<file path="src/rtl/kpsd_pkg.sv">
// Shared types, constants and the waveform lookup for the keypad scan/debounce controller.
package kpsd_pkg;

	localparam int unsigned ROW_W    = 4;
	localparam int unsigned COL_W    = 2;
	localparam int unsigned SNAP_W   = 12;
	localparam int unsigned CNT_W    = 8;
	localparam int unsigned FREQ_W   = 12;
	localparam int unsigned MULT_W   = 3;
	localparam int unsigned KEY_W    = 4;
	localparam int unsigned WAVE_W   = 4;
	localparam int unsigned CFG_IX_W = 3;
	localparam int unsigned CFG_D_W  = 12;

	// Configuration register indexes
	localparam logic [CFG_IX_W-1:0] REG_SETTLE   = 3'd0;
	localparam logic [CFG_IX_W-1:0] REG_FREQ_MIN = 3'd1;
	localparam logic [CFG_IX_W-1:0] REG_FREQ_MAX = 3'd2;
	localparam logic [CFG_IX_W-1:0] REG_MULT_MIN = 3'd3;
	localparam logic [CFG_IX_W-1:0] REG_MULT_MAX = 3'd4;

	// Configuration reset values
	localparam logic [CNT_W-1:0]  SETTLE_RST   = 8'd50;
	localparam logic [FREQ_W-1:0] FREQ_MIN_RST = 12'd100;
	localparam logic [FREQ_W-1:0] FREQ_MAX_RST = 12'd2000;
	localparam logic [MULT_W-1:0] MULT_MIN_RST = 3'd1;
	localparam logic [MULT_W-1:0] MULT_MAX_RST = 3'd5;

	// Setting reset values
	localparam logic [FREQ_W-1:0] FREQ_RST = 12'd161;
	localparam logic [MULT_W-1:0] MULT_RST = 3'd1;
	localparam logic [KEY_W-1:0]  KEY_SINE = 4'd11;

	// Key codes with a special meaning
	localparam logic [KEY_W-1:0] KEY_UP   = 4'd0;
	localparam logic [KEY_W-1:0] KEY_FUNC = 4'd4;
	localparam logic [KEY_W-1:0] KEY_DOWN = 4'd8;

	// Last column of the scan
	localparam logic [COL_W-1:0] COL_LAST = 2'd2;

	// Result of one scan tick
	typedef struct packed {
		logic [COL_W-1:0]  column_drive;
		logic              key_decoded;
		logic [KEY_W-1:0]  key_index;
		logic              regenerate;
		logic [FREQ_W-1:0] frequency;
		logic [MULT_W-1:0] multiplier;
		logic [WAVE_W-1:0] waveform_code;
		logic              function_mode;
	} res_t;

	// Map a selected key to its waveform number; unused positions read as sine
	function automatic logic [WAVE_W-1:0] wave_lookup(input logic [KEY_W-1:0] key);
		logic [WAVE_W-1:0] code;
		case (key)
			4'd1:    code = 4'd9;
			4'd2:    code = 4'd6;
			4'd3:    code = 4'd3;
			4'd4:    code = 4'd10;
			4'd5:    code = 4'd8;
			4'd6:    code = 4'd5;
			4'd7:    code = 4'd2;
			4'd8:    code = 4'd10;
			4'd9:    code = 4'd7;
			4'd10:   code = 4'd4;
			default: code = 4'd1;
		endcase
		return code;
	endfunction

endpackage

</file>
<file path="src/rtl/kpsd_core.sv">
// Scan, debounce and key-action logic with its state and configuration registers.
module kpsd_core import kpsd_pkg::*; (
	input  logic                clk,
	input  logic                arst_n,
	input  logic                cfg_we,
	input  logic [CFG_IX_W-1:0] cfg_index,
	input  logic [CFG_D_W-1:0]  cfg_data,
	input  logic                step,
	input  logic [ROW_W-1:0]    row_bits,
	output res_t                res
);

	logic [CNT_W-1:0]  settle_q;
	logic [FREQ_W-1:0] freq_min_q, freq_max_q;
	logic [MULT_W-1:0] mult_min_q, mult_max_q;

	logic [COL_W-1:0]  col_q, col_nxt;
	logic [SNAP_W-1:0] snap_q, snap_nxt;
	logic [CNT_W-1:0]  cnt_q, cnt_inc, cnt_nxt;
	logic [FREQ_W-1:0] freq_q, freq_nxt;
	logic [MULT_W-1:0] mult_q, mult_nxt;
	logic [KEY_W-1:0]  sel_q, sel_nxt;
	logic              func_q, func_nxt;

	logic              stable;
	logic              decoded;
	logic              regen;
	logic [KEY_W-1:0]  key;

	// Write configuration registers
	always_ff @(posedge clk or negedge arst_n) begin
		if (!arst_n) begin
			settle_q   <= SETTLE_RST;
			freq_min_q <= FREQ_MIN_RST;
			freq_max_q <= FREQ_MAX_RST;
			mult_min_q <= MULT_MIN_RST;
			mult_max_q <= MULT_MAX_RST;
		end else if (cfg_we) begin
			case (cfg_index)
				REG_SETTLE:   settle_q   <= cfg_data[CNT_W-1:0];
				REG_FREQ_MIN: freq_min_q <= cfg_data[FREQ_W-1:0];
				REG_FREQ_MAX: freq_max_q <= cfg_data[FREQ_W-1:0];
				REG_MULT_MIN: mult_min_q <= cfg_data[MULT_W-1:0];
				REG_MULT_MAX: mult_max_q <= cfg_data[MULT_W-1:0];
				default: ;
			endcase
		end
	end

	// Advance the column and merge the sensed rows into the snapshot
	always_comb begin
		col_nxt  = (col_q >= COL_LAST) ? '0 : col_q + 2'd1;
		snap_nxt = snap_q;
		case (col_nxt)
			2'd0:    snap_nxt[3:0]  = row_bits;
			2'd1:    snap_nxt[7:4]  = row_bits;
			default: snap_nxt[11:8] = row_bits;
		endcase
		cnt_inc = cnt_q + 8'd1;
		stable  = (cnt_inc > settle_q) && (snap_nxt == snap_q);
		cnt_nxt = stable ? '0 : cnt_inc;
		decoded = stable && (snap_nxt != '0);
	end

	// Find the lowest pressed key
	always_comb begin
		key = KEY_SINE;
		for (int i = SNAP_W - 2; i >= 0; i--) begin
			if (snap_nxt[i]) key = KEY_W'(i);
		end
	end

	// Apply the key action to the settings
	always_comb begin
		freq_nxt = freq_q;
		mult_nxt = mult_q;
		sel_nxt  = sel_q;
		func_nxt = func_q;
		regen    = 1'b0;
		if (decoded) begin
			if (key == KEY_UP || key == KEY_DOWN) begin
				if (!func_q) begin
					if (key == KEY_UP && freq_q < freq_max_q) freq_nxt = freq_q + 12'd1;
					if (key == KEY_DOWN && freq_q > freq_min_q) freq_nxt = freq_q - 12'd1;
				end else begin
					if (key == KEY_UP && mult_q < mult_max_q) mult_nxt = mult_q + 3'd1;
					if (key == KEY_DOWN && mult_q > mult_min_q) mult_nxt = mult_q - 3'd1;
				end
			end else if (key != KEY_FUNC) begin
				sel_nxt = key;
			end
			if (key == KEY_FUNC) begin
				func_nxt = ~func_q;
			end else begin
				regen = 1'b1;
			end
		end
	end

	// Hold the scan state, advance it on each transaction
	always_ff @(posedge clk or negedge arst_n) begin
		if (!arst_n) begin
			col_q  <= '0;
			snap_q <= '0;
			cnt_q  <= '0;
			freq_q <= FREQ_RST;
			mult_q <= MULT_RST;
			sel_q  <= KEY_SINE;
			func_q <= 1'b0;
		end else if (step) begin
			col_q  <= col_nxt;
			snap_q <= snap_nxt;
			cnt_q  <= cnt_nxt;
			freq_q <= freq_nxt;
			mult_q <= mult_nxt;
			sel_q  <= sel_nxt;
			func_q <= func_nxt;
		end
	end

	// Assemble the result of this tick
	always_comb begin
		res.column_drive  = col_nxt;
		res.key_decoded   = decoded;
		res.key_index     = decoded ? key : '0;
		res.regenerate    = regen;
		res.frequency     = freq_nxt;
		res.multiplier    = mult_nxt;
		res.waveform_code = wave_lookup(sel_nxt);
		res.function_mode = func_nxt;
	end

endmodule

</file>
<file path="src/rtl/kpsd_skid.sv">
// Two-entry output register with skid stage for result transactions.
module kpsd_skid import kpsd_pkg::*; (
	input  logic clk,
	input  logic arst_n,
	input  logic push_valid,
	output logic push_ready,
	input  res_t push_data,
	output logic pop_valid,
	input  logic pop_ready,
	output res_t pop_data
);

	logic out_valid_q, skid_valid_q;
	res_t out_data_q, skid_data_q;

	assign push_ready = !skid_valid_q;
	assign pop_valid  = out_valid_q;
	assign pop_data   = out_data_q;

	// Track which entries hold a result
	always_ff @(posedge clk or negedge arst_n) begin
		if (!arst_n) begin
			out_valid_q  <= 1'b0;
			skid_valid_q <= 1'b0;
		end else if (pop_ready || !out_valid_q) begin
			if (skid_valid_q) begin
				out_valid_q  <= 1'b1;
				skid_valid_q <= 1'b0;
			end else begin
				out_valid_q <= push_valid;
			end
		end else if (push_valid && push_ready) begin
			skid_valid_q <= 1'b1;
		end
	end

	// Move payload: refill output from skid, or park in skid on a stall
	always_ff @(posedge clk) begin
		if (pop_ready || !out_valid_q) begin
			out_data_q <= skid_valid_q ? skid_data_q : push_data;
		end else if (push_valid && push_ready) begin
			skid_data_q <= push_data;
		end
	end

endmodule

</file>
<file path="src/rtl/keypad_scan_debounce_controller.sv">
// Top level of the keypad scan and debounce controller.
//
//   channel  direction  handshake              payload
//   in       sink       in_valid / in_ready    row_bits
//   out      source     out_valid / out_ready  column_drive .. function_mode
//   cfg      sink       cfg_we                 cfg_index, cfg_data
//
// One scan tick per transaction, one transaction per cycle sustained while out_ready stays high.
// The result of a taken input is registered into the output register and appears from there.
// A skid entry behind the output register takes one more transaction during a stall,
// then in_ready drops until the output register drains.
// Reset clears the scan state and loads the default settings and limits.
module keypad_scan_debounce_controller import kpsd_pkg::*; (
	input  logic                clk,
	input  logic                arst_n,
	input  logic                cfg_we,
	input  logic [CFG_IX_W-1:0] cfg_index,
	input  logic [CFG_D_W-1:0]  cfg_data,
	input  logic                in_valid,
	output logic                in_ready,
	input  logic [ROW_W-1:0]    row_bits,
	output logic                out_valid,
	input  logic                out_ready,
	output logic [COL_W-1:0]    column_drive,
	output logic                key_decoded,
	output logic [KEY_W-1:0]    key_index,
	output logic                regenerate,
	output logic [FREQ_W-1:0]   frequency,
	output logic [MULT_W-1:0]   multiplier,
	output logic [WAVE_W-1:0]   waveform_code,
	output logic                function_mode
);

	res_t res, res_out;
	logic step;

	assign step = in_valid && in_ready;

	kpsd_core u_core (
		.clk       (clk),
		.arst_n    (arst_n),
		.cfg_we    (cfg_we),
		.cfg_index (cfg_index),
		.cfg_data  (cfg_data),
		.step      (step),
		.row_bits  (row_bits),
		.res       (res)
	);

	kpsd_skid u_skid (
		.clk        (clk),
		.arst_n     (arst_n),
		.push_valid (in_valid),
		.push_ready (in_ready),
		.push_data  (res),
		.pop_valid  (out_valid),
		.pop_ready  (out_ready),
		.pop_data   (res_out)
	);

	assign column_drive  = res_out.column_drive;
	assign key_decoded   = res_out.key_decoded;
	assign key_index     = res_out.key_index;
	assign regenerate    = res_out.regenerate;
	assign frequency     = res_out.frequency;
	assign multiplier    = res_out.multiplier;
	assign waveform_code = res_out.waveform_code;
	assign function_mode = res_out.function_mode;

endmodule
</file>
<file path="config.mk">
export PLATFORM = sky130hd
export DESIGN_NAME = keypad_scan_debounce_controller
export DESIGN_NICKNAME = d
export VERILOG_FILES = /design/src/rtl/kpsd_pkg.sv /design/src/rtl/kpsd_core.sv /design/src/rtl/kpsd_skid.sv /design/src/rtl/keypad_scan_debounce_controller.sv
export SDC_FILE = /design/constraint.sdc
export NUM_CORES = 1
export LEC_CHECK = 0
export BUFFER_PORTS_ARGS = -buffer_cell sky130_fd_sc_hd__buf_2
export CAP_MARGIN = 20
export CORE_MARGIN = 8
export CORE_UTILIZATION = 55
export DETAILED_ROUTE_END_ITERATION = 10
export HOLD_SLACK_MARGIN = 0.1
export PLACE_DENSITY = 0.87
export SKIP_CTS_REPAIR_TIMING = 1
export SLEW_MARGIN = 5
export SYNTH_ARGS = -nofsm -noshare
export SYNTH_HDL_FRONTEND = slang
export SYNTH_SLANG_ARGS = --single-unit
</file>
<file path="constraint.sdc">
create_clock -name clk -period 4 [get_ports clk]
set_clock_uncertainty 0.05 [all_clocks]
set_input_delay 0.4 -clock clk [delete_from_list [all_inputs] [get_ports clk]]
set_output_delay 0.4 -clock clk [all_outputs]
set_load 0.01 [all_outputs]
</file>
==> results of run 1 <==
[tightest hold or removal path, delay by kind of cell]
family / cells / cell delay [ns]
AND/OR/NAND/NOR: 1 / 0.04
AO/OA/AOI/OAI: 1 / 0.05
buffers and inverters: 1 / 0.09
[flip-flops by register name (all words and copies together) (netlist names)]
signal               count
u_core.mult_q            3
u_core.cnt_q             8
u_core.sel_q             4
u_core.func_q            1
u_core.col_q             2
u_core.freq_q           12
u_core.mult_min_q        3
u_skid.skid_data_q      28
u_skid.pop_valid         1
u_core.freq_max_q       12
u_skid.skid_valid_q      1
u_core.settle_q          8
u_skid.pop_data         28
u_core.snap_q           12
u_core.mult_max_q        3
u_core.freq_min_q       12
[worst paths after layout]
path                                  from                   end  cells after the start
setup / recovery           u_core.cnt_q[1]    u_skid.pop_data[2]                     17
min in group asynchronous           arst_n      u_core.snap_q[8]                      2
hold reg to reg            u_core.sel_q[3]       u_core.sel_q[3]                      2
hold / removal                 cfg_data[9]  u_core.freq_min_q[9]                      3
setup reg to reg           u_core.cnt_q[1]    u_skid.pop_data[2]                     17
max in group asynchronous           arst_n    u_core.settle_q[5]                      3
[per-layer routing]
metal / vias to the layer above / wire (um) / track usage
met2: 177 / 7807 / 0.2914
met3: 32 / 1034 / 0.05375
met5: - / 0 / 0
met4: 0 / 305 / 0.07697
li1: 2638 / - / -
met1: 2748 / 7273 / 0.2418
[power by group through the flow]
| stage | sequential [mW] | combinational, mW | clock [mW] |
|---|---|---|---|
| after floorplan | 1.95 | 0.946 | 0 |
| after global placement | 1.98 | 1.24 | 0 |
| after detailed placement | 1.99 | 1.30 | 0 |
| after CTS | 1.97 | 1.32 | 1.55 |
| after global routing | 2.01 | 1.53 | 1.61 |
| final | 1.99 | 1.38 | 1.54 |
[synth_stat cells (all sizes together), types with 3 or more instances]
cell type  count  share of area
a21boi         4         0.0040
a21o           6         0.0060
a21oi         15          0.011
and3          11         0.0094
buf            7         0.0065
clkbuf        17         0.0085
dfrtp         60           0.20
dfstp         22          0.077
edfxtp        56           0.22
ha            45          0.075
inv           61          0.031
mux2          34          0.051
mux2i          9          0.012
nand2         94          0.047
nand2b        10         0.0084
nand3         13         0.0094
nand4          8         0.0067
nor2          27          0.014
nor2b          5         0.0042
nor3          18          0.013
nor3b          3         0.0030
o211ai         6         0.0067
o21ai         73          0.049
o221ai         3         0.0043
o22ai          6         0.0050
o31ai          9          0.011
or3            3         0.0025
xnor2         22          0.026
xor2          16          0.019
[cells by family after synthesis]
family                   count (synthesis)
AO/OA/AOI/OAI                          152
XOR/XNOR                                38
adder cells (fa/ha/maj)                 45
buffers and inverters                   85
flip-flops                             138
multiplexers                            43
AND/OR/NAND/NOR                        204
[layout make-up]
type                       instances  area (um^2)  area share
multi-input combinational        482         3408      0.3953
inverter                          61        229.0     0.02656
clock buffer                      18        429.2     0.04978
tap                              176        220.2     0.02554
clock inverter                    14        147.6     0.01712
sequential                       138         3762      0.4364
timing repair buffer              71        425.4     0.04934
==> results.md, run 1 <==
* Switch share at 0.3332
* GP Congestion at 0.8927
* Tmin final at 3.837 ns
* Area grow syn2layout at 15.14%
* Largest net degree at the start of global routing at 83
* Placed inst area at 0.007949 mm^2
* Crit path buf inv count at 1
* Chip width at 132.7 um
* Die H at 132.7 um
* WL/cell at 17.10 um
* Flop2flop setup slack at 0.16 ns
* IO Port Bufs at 53
* Number of global-route vias before repair at 5369
* Finished Layout Cells at 960
* Initial antenna violation count at 0
* Total grt overflow at 0
* Starting Density at 0.5632
* Mux contribution to synthesized area at 0.06316
* Status: completed
* Via count at 5595
* Final hold viol count at 0
* TNS Setup at 0 ns
* CP delay by family, top: simple AND/OR/NAND/NOR gates
* Syn nets at 774
* Clk network pwr share at 0.314
* Largest family of logic cells by synthesized area: compound AO/OA/AOI/OAI gates
* Final WS setup at 0.1631 ns
* Count of cell types in the netlist at 79
* DP Worst Slack at 0.1028 ns
* CTS root buffer: clkbuf_16
* Seq cells post-synth at 138
* Worst Path Arrival at 3.97 ns
* Mapped cell area at 0.007488 mm^2
* Tot Pwr at 4.901 mW
* Cell count after synthesis at 705
* Cell area after layout at 0.008622 mm^2
* Compound-gate portion of the synthesized area at 0.1390
* CTS tree: done
* Setup violators final at 0
* Switching Power at 1.633 mW
* DP HPWL at 11.50 mm
* Max Fclk at 260.6 MHz
* Internal power at 3.268 mW
* Fill count at 987
* I/O Pins at 54
* CP most frequent cell: and3_1
* Most common cell after layout, fill and taps aside: nand2_1
* Seq pwr share at 0.405
* Most frequent cells in the layout: nand2_1, o21ai_0, inv_1, dfrtp_1, edfxtp_1
* Part of the power in combinational logic at 0.281
* CTS sink cnt at 138
* Pwr Density at 568.4 mW/mm^2
* Fraction of registers with async set/reset at 0.5942
* Remaining antenna violation count after routing at 0
* Worst path max stage delay at 0.44 ns
* Iteration-0 DRC Markers at 420
* Synthesized area per cell at 10.62 um^2
* Clock Pin Slew Worst Setup and Hold Paths at 0.07 ns
* CP cell instances: and3_1 > and3_1 > and3_1 > xor2_1 > ha_1 > nand4_1 > nor2_1 > a21oi_1 > o2111a_1 > nand2_2 > o21ai_0 > o21ai_1 > inv_1 > ha_1 > nor2_1 > o32ai_2 > mux2_2
* Core Box Area at 0.01330 mm^2
* Max-slew violations at 0
* YS warnings at 0
* Share of layout cells above drive strength 1 at 0.2321
* Finished Core Util at 0.6485
* Nets at 840
* First-pass GRT wire length at 26.70 mm
* Worst-margin pin slew at 0.7532 ns
* Worst Path Required at 4.13 ns
* Post-Synth XOR/XNOR Area at 0.04444
* Antenna diodes at 0
* Post-synth EDFFs at 56
* Crit path max fanout at 5
* Startpoint Class: flip-flop
* Hold Path Class: primary input to flip-flop
* Drt drc at 0
* Worst skew pair latency at 0.44 ns
* Worst Setup End Kind: flip-flop
* Slew HR at 0.4978
* H-tree depth at 4
* Placed Cells at 921
* Pre-antenna DRT Iters at 5
* Total CTS buffers at 17
* Vias per std cell at 5.828
* Leakage power at 3.822 nW
* VDD IR max at 339.0 uV
* Routed WL at 16.42 mm
* CP max stage cell: dfrtp_1
* MaxCap Viol Count at 0
* Critical path class: flip-flop to flip-flop
* Post-synthesis simple-gate area fraction at 0.1303
* GRT Overall Usage at 0.1877
* Synth Flop Type: dfrtp_1
* Tcrit/Tclk final at 0.9592
* Die Area at 0.01761 mm^2
* Post-Synth Adder-Cell Area at 0.07519
* Clk buf depth at 2
* Hold slack at 0.1404 ns
* Share of the yosys chip area belonging to registers at 0.5023
* Cell Rows at 42
(Power assumes the default switching activity.)
==> run 2: changes to the inputs <==
Settings changed: REMOVE_ABC_BUFFERS set to 1, SKIP_CTS_REPAIR_TIMING 1 to not set.
==> results.md, run 2 (synthesis gave the netlist of run 1 again) <==
* Status: completed
* Total CTS buffers at 17
* Worst Setup End Kind: flip-flop
* Cell Rows at 42
* VDD IR max at 315.1 uV
* DP Worst Slack at 0.1124 ns
* Worst skew pair latency at 0.43 ns
* Seq. cell area at 0.003761 mm^2
* R2R cell count at 16
* Hold Path Class: primary input to flip-flop
* I/O Pins at 54
* Number of global-route vias before repair at 5578
* Slew HR at 0.4831
* MaxCap Viol Count at 0
* Worst path max stage delay at 0.43 ns
* WL/cell at 18.13 um
* Vias per std cell at 5.874
* Placed inst area at 0.007979 mm^2
* Core Box Area at 0.01330 mm^2
* FF-to-FF Start: u_core.cnt_q[0]
* Starting Density at 0.5632
* Initial antenna violation count at 0
* Total grt overflow at 0
* Cell area after layout at 0.008702 mm^2
* Final hold viol count at 0
* Iteration-0 DRC Markers at 581
* Routed WL at 17.44 mm
* Nets at 842
* H-tree depth at 4
* Pwr Density at 580.1 mW/mm^2
* Fill count at 963
* Area of the multi-input gates at 0.003410 mm^2
* Setup violators final at 0
* CTS root buffer: clkbuf_16
* CTS tree: done
* CP cell instances: ha_2 > nand3_2 > nor2_2 > xor2_1 > ha_1 > a21oi_1 > a21boi_0 > o32a_1 > nand2_2 > o21ai_0 > o21ai_1 > inv_2 > ha_1 > nor2_1 > o32ai_2 > mux2_2
* Pre-antenna DRT Iters at 5
* Antenna diodes at 0
* Worst Path Required at 4.13 ns
* Tcrit/Tclk final at 0.9666
* Final WS setup at 0.1336 ns
* Critical Path Sink: u_skid.pop_data[2]
* Share of layout cells above drive strength 1 at 0.2366
* Area grow syn2layout at 16.21%
* Hold slack at 0.1518 ns
* Placed Cells at 925
* CTS sink cnt at 138
* TNS Setup at 0 ns
* Critical path class: flip-flop to flip-flop
* Most common cell after layout, fill and taps aside: nand2_1
* CP startpoint: u_core.cnt_q[0]
* Crit path buf inv count at 1
* Worst-margin pin slew at 0.7753 ns
* Worst Path Arrival at 3.99 ns
* Remaining antenna violation count after routing at 0
* Leakage power at 3.867 nW
* Die Area at 0.01761 mm^2
* Finished Core Util at 0.6545
* CP max stage cell: o32a_1
* Flop2flop setup slack at 0.13 ns
* Tmin final at 3.866 ns
* Crit path max fanout at 6
* GP Congestion at 0.9662
* Drt drc at 0
* CP delay by family, top: compound AO/OA/AOI/OAI gates
* DP HPWL at 11.99 mm
* Startpoint Class: flip-flop
* GRT Overall Usage at 0.1996
* Most frequent cells in the layout: nand2_1, o21ai_0, dfrtp_1
* Critical path depth at 16
* RSZ-0062 raised after global routing: yes
* Die H at 132.7 um
* Chip width at 132.7 um
* Finished Layout Cells at 962
* IO Port Bufs at 53
* First-pass GRT wire length at 28.28 mm
* R2r endpoint: u_skid.pop_data[2]
* Largest net degree at the start of global routing at 83
* Via count at 5651
* Clock Pin Slew Worst Setup and Hold Paths at 0.06 ns
* CP most frequent cell: ha_1
* Tot Pwr at 5.048 mW
* Clk buf depth at 2
* Max Fclk at 258.6 MHz
* Max-slew violations at 0
run 2: cell count changes in the layout (fill, tap and decap cells not counted), sizes merged:
cell | before | now
bufinv | 2 | 5
clkinvlp | 3 | 2
buf | 70 | 72
inv | 64 | 61
clkbuf | 18 | 19
run 2: layout make-up:
type                            instances  area share
Inverter                               61     0.02631
Multi-Input combinational cell        482      0.3918
Timing Repair Buffer                   73     0.05061
Tap cell                              176     0.02531
Clock inverter                         13     0.02286
Clock buffer                           19     0.05090
Sequential cell                       138      0.4322
run 2: how the worst min path moves through the flow:
stage	startpoint	endpoint	slack [ns]	cells after the start
after global routing	cfg_data[10]	u_core.freq_min_q[10]	0.16	3
after global placement	u_core.sel_q[3]	u_core.sel_q[3]	0.41	2
final	cfg_data[8]	u_core.freq_min_q[8]	0.15	3
after CTS	cfg_data[10]	u_core.freq_min_q[10]	0.14	3
after detailed placement	u_core.sel_q[3]	u_core.sel_q[3]	0.42	2
after floorplan	arst_n	u_core.cnt_q[0]	0.05	0
run 2: tightest hold or removal path, cell delays in order:
cell and delay, ns:
buf_2 0.09, nand2_1 0.04, o21ai_0 0.06
run 2: power by group:
part,switching [mW],internal (mW)
clock,0.590,1.11
combinational,0.793,0.549
sequential,0.227,1.77
total,1.61,3.44
run 2: metal layers:
metal  wire (um)  track usage
met1        7481       0.2501
met2        8379       0.3140
met3        1209      0.05942
met4         370      0.08707
met5           0            0
run 2: repair_timing:
action | CTS | global route
endpoints found under the setup margin | 1 | 17
setup buffers | 0 | 3
endpoints found under the hold margin | 0 | 13
gates resized for setup | 1 | 10
pin swaps | 0 | 4
hold buffers | 0 | 1
==> run 3: changes to the inputs <==
Settings changed: PLACE_DENSITY 0.87 to 0.81.
==> results.md, run 3 (synthesis gave the netlist of run 1 again) <==
* Flop2flop setup slack at 0.17 ns
* Tmin final at 3.835 ns
* Vias per std cell at 5.741
* Core Box Area at 0.01330 mm^2
* Seq pwr share at 0.406
* First-pass GRT wire length at 27.43 mm
* VDD IR max at 281.0 uV
* I/O Pins at 54
* Setup violators final at 0
* Pwr Density at 566.8 mW/mm^2
* R2r endpoint: u_skid.pop_data[2]
* Leakage power at 3.829 nW
* Via count at 5506
* Cell Rows at 42
* Hold path endpoint: u_core.freq_max_q[10]
* Tot Pwr at 4.889 mW
* Placed Cells at 922
* HP Start: cfg_data[10]
* Crit path max fanout at 6
* Part of the power in combinational logic at 0.270
* WHS Path Cells at 3
* Iteration-0 DRC Markers at 499
* Area of the multi-input gates at 0.003402 mm^2
* Max-slew violations at 0
* CTS tree: done
* Total CTS buffers at 17
* Drt drc at 0
* Internal power at 3.319 mW
* Initial antenna violation count at 0
* Hold Path Class: primary input to flip-flop
* Die H at 132.7 um
* Worst Path Required at 4.12 ns
* Most common cell after layout, fill and taps aside: nand2_1
* Status: completed
* Clk buf depth at 2
* Final hold viol count at 0
* Fill count at 981
* Tcrit/Tclk final at 0.9587
* Worst Path Arrival at 3.96 ns
* Starting Density at 0.5632
* Pre-antenna DRT Iters at 5
* Max Fclk at 260.8 MHz
* Die Area at 0.01761 mm^2
* MaxCap Viol Count at 0
* CP cell instances: ha_2 > nand3_1 > nor2_2 > xor2_1 > ha_1 > a21oi_1 > a21boi_0 > o32a_1 > nand2_2 > o21ai_0 > o21ai_1 > inv_1 > ha_1 > nor2_1 > o32ai_2 > mux2_2
* Chip width at 132.7 um
* WL/cell at 16.94 um
* Number of global-route vias before repair at 5523
* Antenna diodes at 0
* Area grow syn2layout at 15.20%
* Worst-margin pin slew at 0.8430 ns
* CP max stage cell: o32a_1
* DP HPWL at 11.57 mm
* Hold slack at 0.1592 ns
* GP Congestion at 0.8860
* Clk network pwr share at 0.324
* Critical path class: flip-flop to flip-flop
* Clock Pin Slew Worst Setup and Hold Paths at 0.06 ns
* Largest net degree at the start of global routing at 83
* IO Port Bufs at 53
* Most frequent cells in the layout: nand2_1, o21ai_0, inv_1, dfrtp_1, edfxtp_1
* Total grt overflow at 0
* Seq. cell area at 0.003762 mm^2
* Switching Power at 1.571 mW
* R2R cell count at 16
* GRT Overall Usage at 0.1919
* Worst Setup End Kind: flip-flop
* Remaining antenna violation count after routing at 0
* Nets at 839
* GR Util met2 at 0.3030
* Worst skew pair latency at 0.42 ns
* M1 GR Usage at 0.2484
* Share of layout cells above drive strength 1 at 0.2337
* CTS root buffer: clkbuf_16
* Switch share at 0.3212
* Crit path buf inv count at 1
* Startpoint Class: flip-flop
* FF-to-FF Start: u_core.cnt_q[0]
* CP most frequent cell: ha_1
* H-tree depth at 4
* CP delay by family, top: compound AO/OA/AOI/OAI gates
* Routed WL at 16.24 mm
* Worst path max stage delay at 0.42 ns
* Global Route met3 Usage at 0.04391
* CTS sink cnt at 138
* Slew HR at 0.4359
* Busiest grt layer: met2
* Finished Layout Cells at 959
==> run 3: final cells by class <==
class	count	share of cell area
well taps	176	0.02553
clock buffers	20	0.05178
repair buffers	70	0.04844
inverters	61	0.02654
clock inverters	12	0.01726
multi-input cells	482	0.3943
flip-flops and latches	138	0.4361
==> run 3: worst max-delay path by stage <==
stage | start | endpoint | slack, ns | cells past startpoint
6_report | u_core.cnt_q[0] | u_skid.pop_data[2] | 0.17 | 16
5_1_grt | u_core.cnt_q[0] | u_skid.pop_data[2] | -0.07 | 16
4_1_cts | u_core.cnt_q[0] | u_skid.pop_data[2] | 0.1 | 16
3_5_place_dp | u_core.cnt_q[0] | u_skid.pop_data[2] | 0.13 | 16
3_3_place_gp | u_core.cnt_q[0] | u_skid.pop_data[2] | 0.31 | 15
2_1_floorplan | u_core.cnt_q[0] | u_skid.pop_data[2] | 0.27 | 16
==> run 3: tightest hold or removal path, cell delays in order <==
cell and delay, ns:
buf_2 0.11, nand2_1 0.04, o21ai_0 0.07
==> run 3: power by group through the flow <==
| stage | registers, mW | clock network, mW | logic (mW) |
|---|---|---|---|
| 6_report | 1.99 | 1.58 | 1.32 |
| 3_3_place_gp | 1.99 | 0 | 1.25 |
| 4_1_cts | 1.98 | 1.60 | 1.29 |
| 5_1_grt | 2.02 | 1.65 | 1.47 |
| 2_1_floorplan | 1.97 | 0 | 0.905 |
| 3_5_place_dp | 2.00 | 0 | 1.28 |
==> run 3: stage by stage <==
stage / util / instance area [um^2] / setup WS (ns) / TNS (ns)
finish: 0.6489 / 8627 / 0.1653 / 0
global route: 0.6489 / 8627 / -0.06660 / -0.06660
detailed placement: 0.5984 / 7956 / 0.1309 / 0
floorplan: - / 7376 / 0.2661 / 0
CTS: 0.6432 / 8552 / 0.09601 / 0
global placement: 0.5984 / 7956 / 0.3081 / 0
==> run 3: layer usage <==
layer	up-vias	part of all wire
li1	2630	-
met1	2674	0.45
met5	-	0
met3	28	0.055
met2	174	0.47
met4	0	0.022
==> run 3: repair_timing <==
item / CTS / global route
hold buffers: 0 / 1
endpoints found under the setup margin: 0 / 14
hold endpoints to repair: 0 / 12
setup buffers: 0 / 3
gates resized for setup: 0 / 9
